### config.mk
export PLATFORM = sky130hd
export DESIGN_NAME = fsc_front
export DESIGN_NICKNAME = d
export VERILOG_FILES = /design/src/design/fsc_pkg.sv /design/src/design/fsc_front.sv
export SDC_FILE = /design/constraint.sdc
export NUM_CORES = 1
export LEC_CHECK = 0
export BUFFER_PORTS_ARGS = -buffer_cell sky130_fd_sc_hd__buf_2
export CAP_MARGIN = 20
export CORE_ASPECT_RATIO = 1.4
export CORE_MARGIN = 10
export CORE_UTILIZATION = 49
export DETAILED_ROUTE_END_ITERATION = 10
export PLACE_DENSITY = 0.75
export SYNTH_ARGS = -nofsm -noshare
export SYNTH_HDL_FRONTEND = slang
export SYNTH_SLANG_ARGS = --single-unit
### constraint.sdc
create_clock -name i_clk -period 17.22 [get_ports i_clk]
set_input_delay 0.861 -clock i_clk [delete_from_list [all_inputs] [get_ports i_clk]]
set_output_delay 0.861 -clock i_clk [all_outputs]
set_load 0.02 [all_outputs]
### src/design/fsc_pkg.sv
package fsc_pkg;

    localparam int PLANE_COUNT = 6;

    localparam logic KIND_LOAD = 1'b0;
    localparam logic KIND_TEST = 1'b1;

    typedef struct packed {
        logic               kind;
        logic [3:0]         element_index;
        logic signed [31:0] element_value;
        logic signed [31:0] pos_x;
        logic signed [31:0] pos_y;
        logic signed [31:0] pos_z;
        logic [30:0]        radius;
    } t_in_item;

    typedef struct packed {
        logic               inside_res;
        logic [5:0]         plane_mask;
        logic signed [31:0] dist_left;
        logic signed [31:0] dist_right;
        logic signed [31:0] dist_bottom;
        logic signed [31:0] dist_top;
        logic signed [31:0] dist_near;
        logic signed [31:0] dist_far;
        logic               degenerate;
    } t_out_item;

    // front queue head as seen by the back end
    typedef struct packed {
        logic     valid;
        logic     is_test;
        logic     empty;
        t_in_item item;
    } t_front_head;

endpackage

### src/design/fsc_front.sv
module fsc_front (
    input  logic                i_clk,
    input  logic                i_rst_n,
    input  logic                i_push,
    output logic                o_full,
    input  fsc_pkg::t_in_item   i_item,
    output fsc_pkg::t_front_head o_head,
    input  logic                i_take
);
    import fsc_pkg::*;

    t_in_item   r_item [2];
    logic       r_wptr;
    logic       r_rptr;
    logic [1:0] r_count;
    logic       w_push;
    logic       w_take;

    assign o_full  = (r_count == 2'd2);
    assign w_push  = i_push && !o_full;
    assign w_take  = i_take && (r_count != 2'd0);

    assign o_head.valid   = (r_count != 2'd0);
    assign o_head.empty   = (r_count == 2'd0);
    assign o_head.item    = r_item[r_rptr];
    assign o_head.is_test = (r_item[r_rptr].kind == KIND_TEST);

    always_ff @(posedge i_clk) begin
        if (!i_rst_n) begin
            r_wptr  <= 1'b0;
            r_rptr  <= 1'b0;
            r_count <= 2'd0;
        end else begin
            if (w_push) begin
                r_item[r_wptr] <= i_item;
                r_wptr         <= ~r_wptr;
            end
            if (w_take) begin
                r_rptr <= ~r_rptr;
            end
            case ({w_push, w_take})
                2'b10:   r_count <= r_count + 2'd1;
                2'b01:   r_count <= r_count - 2'd1;
                default: r_count <= r_count;
            endcase
        end
    end

endmodule

=== After elaboration in Yosys (flattened, before gate mapping) ===
Memory sizes are Yosys's and may differ from the RTL's. A register that Yosys moved wholly into a read port is not among the register bits.
Cells that the tools add are included.

* Bits in registers: 4
* RAM bits: 328
* Logic and storage cells: 23
* Memories: 1

{| class="wikitable"
|+ Memory list
! memory !! words !! width !! rd ports !! clocked after Yosys merged registers in !! write ports !! line !! source
|-
| r_item || 2 || 164 || 1 || 1 || 1 || fsc_front.sv:12 || <nowiki>t_in_item r_item [2];</nowiki>
|}

* Add/sub/neg operators: 2
* Eq/ne operators: 3
* Muxes and demuxes: 6
* Bitwise operators: 2
* Reduce and logical (&&, ||, !) cells: 6

{| class="wikitable"
|+ Operator list
! operator !! number
|-
| $mux 1 || 5
|-
| $eq 2x2->1 const B || 2
|-
| $pmux 2 s2 || 1
|-
| $reduce_bool 2->1 || 2
|-
| $add 2x1->2 const B || 1
|-
| $eq 2x1->1 const B || 1
|-
| $logic_and 1x1->1 || 2
|-
| $logic_not 2->1 || 1
|-
| $not 1->1 || 2
|-
| $sub 2x1->2 const B || 1
|-
| $logic_not 1->1 || 1
|}

=== Depth between registers and ports, before layout ===
* Depth after elaboration: 6
* Mapped depth: 6
* Depth with buffers taken out: 6

=== Worst setup path after synthesis ===
OpenSTA, ideal clock, no wires.

* Kind: input -> register
* From: input i_push
* To: memory r_item[0][0] (netlist bit), enable pin
* Setup time: 921 ps
* Arrival: 12734 ps
* Data required time: 16299 ps
* Setup slack: 3565 ps
* Stages: 2
* Path through: nand2_1 -> nor3b_1

* Longest elaborated chain between the ends: 4

{| class="wikitable"
|+ RTL lines
! what !! line !! source
|-
| start, declared || fsc_front.sv:4 || <nowiki>input logic i_push,</nowiki>
|-
| $logic_and 1x1->1 || fsc_front.sv:20 || <nowiki>assign w_push = i_push && !o_full;</nowiki>
|-
| $mux 1 || fsc_front.sv:34 || <nowiki>if (w_push) begin</nowiki>
|-
| $mux 1 || fsc_front.sv:29 || <nowiki>if (!i_rst_n) begin</nowiki>
|-
| $mux 1 (not written as such) || fsc_front.sv:35 || <nowiki>r_item[r_wptr] <= i_item;</nowiki>
|-
| end, declared || fsc_front.sv:12 ||
|}

Every way passes these cells.

==> impl_results.md <==
- Outcome: completed
- Dpl cells: 1170
- Routed WL: approximately 27 mm
- Synth Area in Adders: 0.00104
- Ys flop type: edfxtp_1
- Largest stage delay, worst path: roughly 1000 ps
- Slew @ Worst Pin: ~1100 ps
- Share of layout cells above drive strength 1: 0.571
- FP Rows: 67
- Post-synthesis instance area: roughly 12000 µm²
- Die Wd: 152 µm
- Minimum clock period: around 3900 ps
- CP delay by family, top: flip-flops
- Final slew viol count: 0
- Clock skew: 8.49 ps
- Root Buffer: clkbuf_16
- Setup TNS Final: 0 ps
- Vias in the first global route: approximately 6.8k
- Worst path cell trace: buf_4 -> buf_16 -> mux2_2 -> buf_2
- Synth Instances: 538
- Count leader, synth: edfxtp_1
- Simple-gate share of the synthesized area: 0.00551
- DR DRC count: 0
- Asr flop ratio synth: 0
- Core area: approximately 24000 µm²
- Number of cells on the critical path: 4
- Compound-cell area share of the yosys netlist: 0.00270
- DRT Pass-1 Iters: 4
- HPWL after DPL: between 15 and 20 mm
- Gpl congestion: 0.764
- CTS Hold Bufs: 0
- Max-cap violations: 0
- Worst-path clk slew: around 70 ps
- Crit path capture type: output pin
- Post-synthesis cell type count: 21
- First-pass GRT wire length: ~39 mm
- ANT nets after route: 0
- # setup viols final: 0
- H-tree depth: 1
- Filler cell count in the final layout: about 1.7k
- Hold crit path type: input port to flip-flop
- Syn. warnings: 0
- FMAX: 0.257 GHz
- Total track usage: 0.159
- Cell area after placement: between 10000 and 15000 µm²
- Pwr Density: 147 nW/µm²
- RR Startpoint: r_count[0]$_SDFFE_PN0P_
- FF+latch count, synth: around 330
- TritonCTS clock tree: built
- Critical Path Start Type: flip-flop
- Final worst-path cycle share: 0.226
- I/O Pins: 336
- CP max-delay cell: dfxtp_4
- R2r setup slk: approximately 15000 ps
- Layout Cells excl Fill: 1235
- Nets: roughly 1.1k
- Hold path start: i_item[6]
- Peak VDD IR: roughly 0.17 mV
- WP data required: between 15000 and 20000 ps
- Top-area cell type share of the netlist area: 0.818
- CP Max Fanout: 80
- Post-synth top area cell: edfxtp_1
- Area Growth Syn to Fin: 25.5%
- WL/cell: between 20 and 25 µm
- Clock Tree Buf Depth: 3
- Hold_ws: 505 ps
- Worst hold path stage count: 1
- Critical Path AT: ~3000 ps
- Synth Area in XOR/XNOR: 0.00218
- Final hold violations: 0
- Syn avg cell area: between 20 and 25 µm²
- Later-pin clock latency in the skew report: approximately 540 ps
- Setup Buffers After CTS: 0
- Worst path buffer plus inverter count: 3
- Chip height: about 210 µm
- Mux cell area share after synthesis: 0.153
- CTS resizes: 0
- Syn Nets: approximately 710
- R2R depth: 5
- Initial Utilization: 0.501
- Via count: around 6.2k
- Largest net degree at the start of global routing: 86
- Sequential-to-total area share from yosys stat: 0.826
- Post-synth EDFFs: approximately 330
- CTS Sinks: between 300 and 400
- Initial antenna violation count: 9
- Crit path kind: flip-flop to output pin
- Register area: ~10000 µm²
- Vias per cell: 5.04
- Count of input and output buffers: approximately 340
- Iter 0 DRT Violations: ~350
- Synth top cells by count: edfxtp_1 (328), mux2_2 (134), mux2_1 (30)
- Top cells by area, synth: edfxtp_1 (82%), mux2_2 (13%), mux2_1 (2.8%), dfxtp_1 (0.83%), buf_2 (0.75%)
- GRT overflow: 0
- Worst slew margin: 0.275
- RSZ-0062 raised after global routing: no
- Multi-input logic area: ~2000 µm²
- Main combinational cell family by area after synthesis: multiplexers
- Leakage: approximately 5.6 nW
- CTS Buf Count: 30
- Die footprint: 31300 µm²
- Final Cell Area: 15100 µm²
-- worst paths after layout --
kind	to
setup / recovery	o_head[141]
setup reg to reg	r_item[0][2]$_DFFE_PP_
hold reg to reg	r_rptr$_SDFFE_PN0P_
hold / removal	r_item[0][6]$_DFFE_PP_
-- cells in the final DEF (no fill, tap or decap), drive strengths merged, types with 2 or more instances in the layout --
master | netlist | final
buf | 19 | 342
diode | 0 | 8
xnor2 | 3 | 3
clkbuf | 0 | 44
mux2 | 164 | 164
dfxtp | 5 | 5
edfxtp | 328 | 328
or3 | 2 | 2
bufinv | 0 | 3
o21ai | 2 | 2
inv | 3 | 3
clkinv | 0 | 9
a21boi | 2 | 2
nor2b | 2 | 2
-- registers in the layout, indices dropped and copies added (netlist names), named ones only --
register,cells
r_item,328
r_count,2
r_rptr,1
r_wptr,1
-- metrics by stage --
| stage | power [mW] | setup WS [ps] | util |
|---|---|---|---|
| final | 2.22 | 13320 | 0.628 |
| after global routing | 2.31 | 13130 | 0.628 |
| after detailed placement | 1.58 | 13580 | 0.585 |
| after floorplan | 1.40 | 3560 | - |
| after CTS | 2.24 | 12990 | 0.626 |
| after global placement | 1.57 | 13580 | 0.585 |
-- layer usage --
layer,part of all wire,up-vias,global-route usage,wire length (µm)
li1,-,2865,-,-
met1,0.32,3064,0.152,8640
met2,0.57,238,0.307,15300
met3,0.074,54,0.0462,1980
met4,0.037,2,0.0710,992
met5,0.00041,-,0,11
-- power by group --
part / switching (mW) / internal [mW]
registers: 0.0436 / 0.967
clock network: 0.270 / 0.392
logic: 0.323 / 0.222
total: 0.636 / 1.58
-- cell type report --
class                      instances  area share
sequential                       333       0.658
multi-input combinational        183       0.132
antenna                            8     0.00132
inverter                           3    0.000745
tap                              310      0.0257
clock inverter                    12     0.00927
clock buffer                      44      0.0572
timing repair buffer             342       0.116
-- logic make-up (layout without fill, tap and decap cells) --
kind of cell	count (synthesis)	in the layout
multiplexers	164	164
buffers and inverters	22	401
other	0	8
flip-flops	333	333
adder cells (fa/ha/maj)	1	1
XOR/XNOR	3	3
AO/OA/AOI/OAI	5	5
AND/OR/NAND/NOR	10	10
Note: power is estimated with default switching activity, not from simulation.
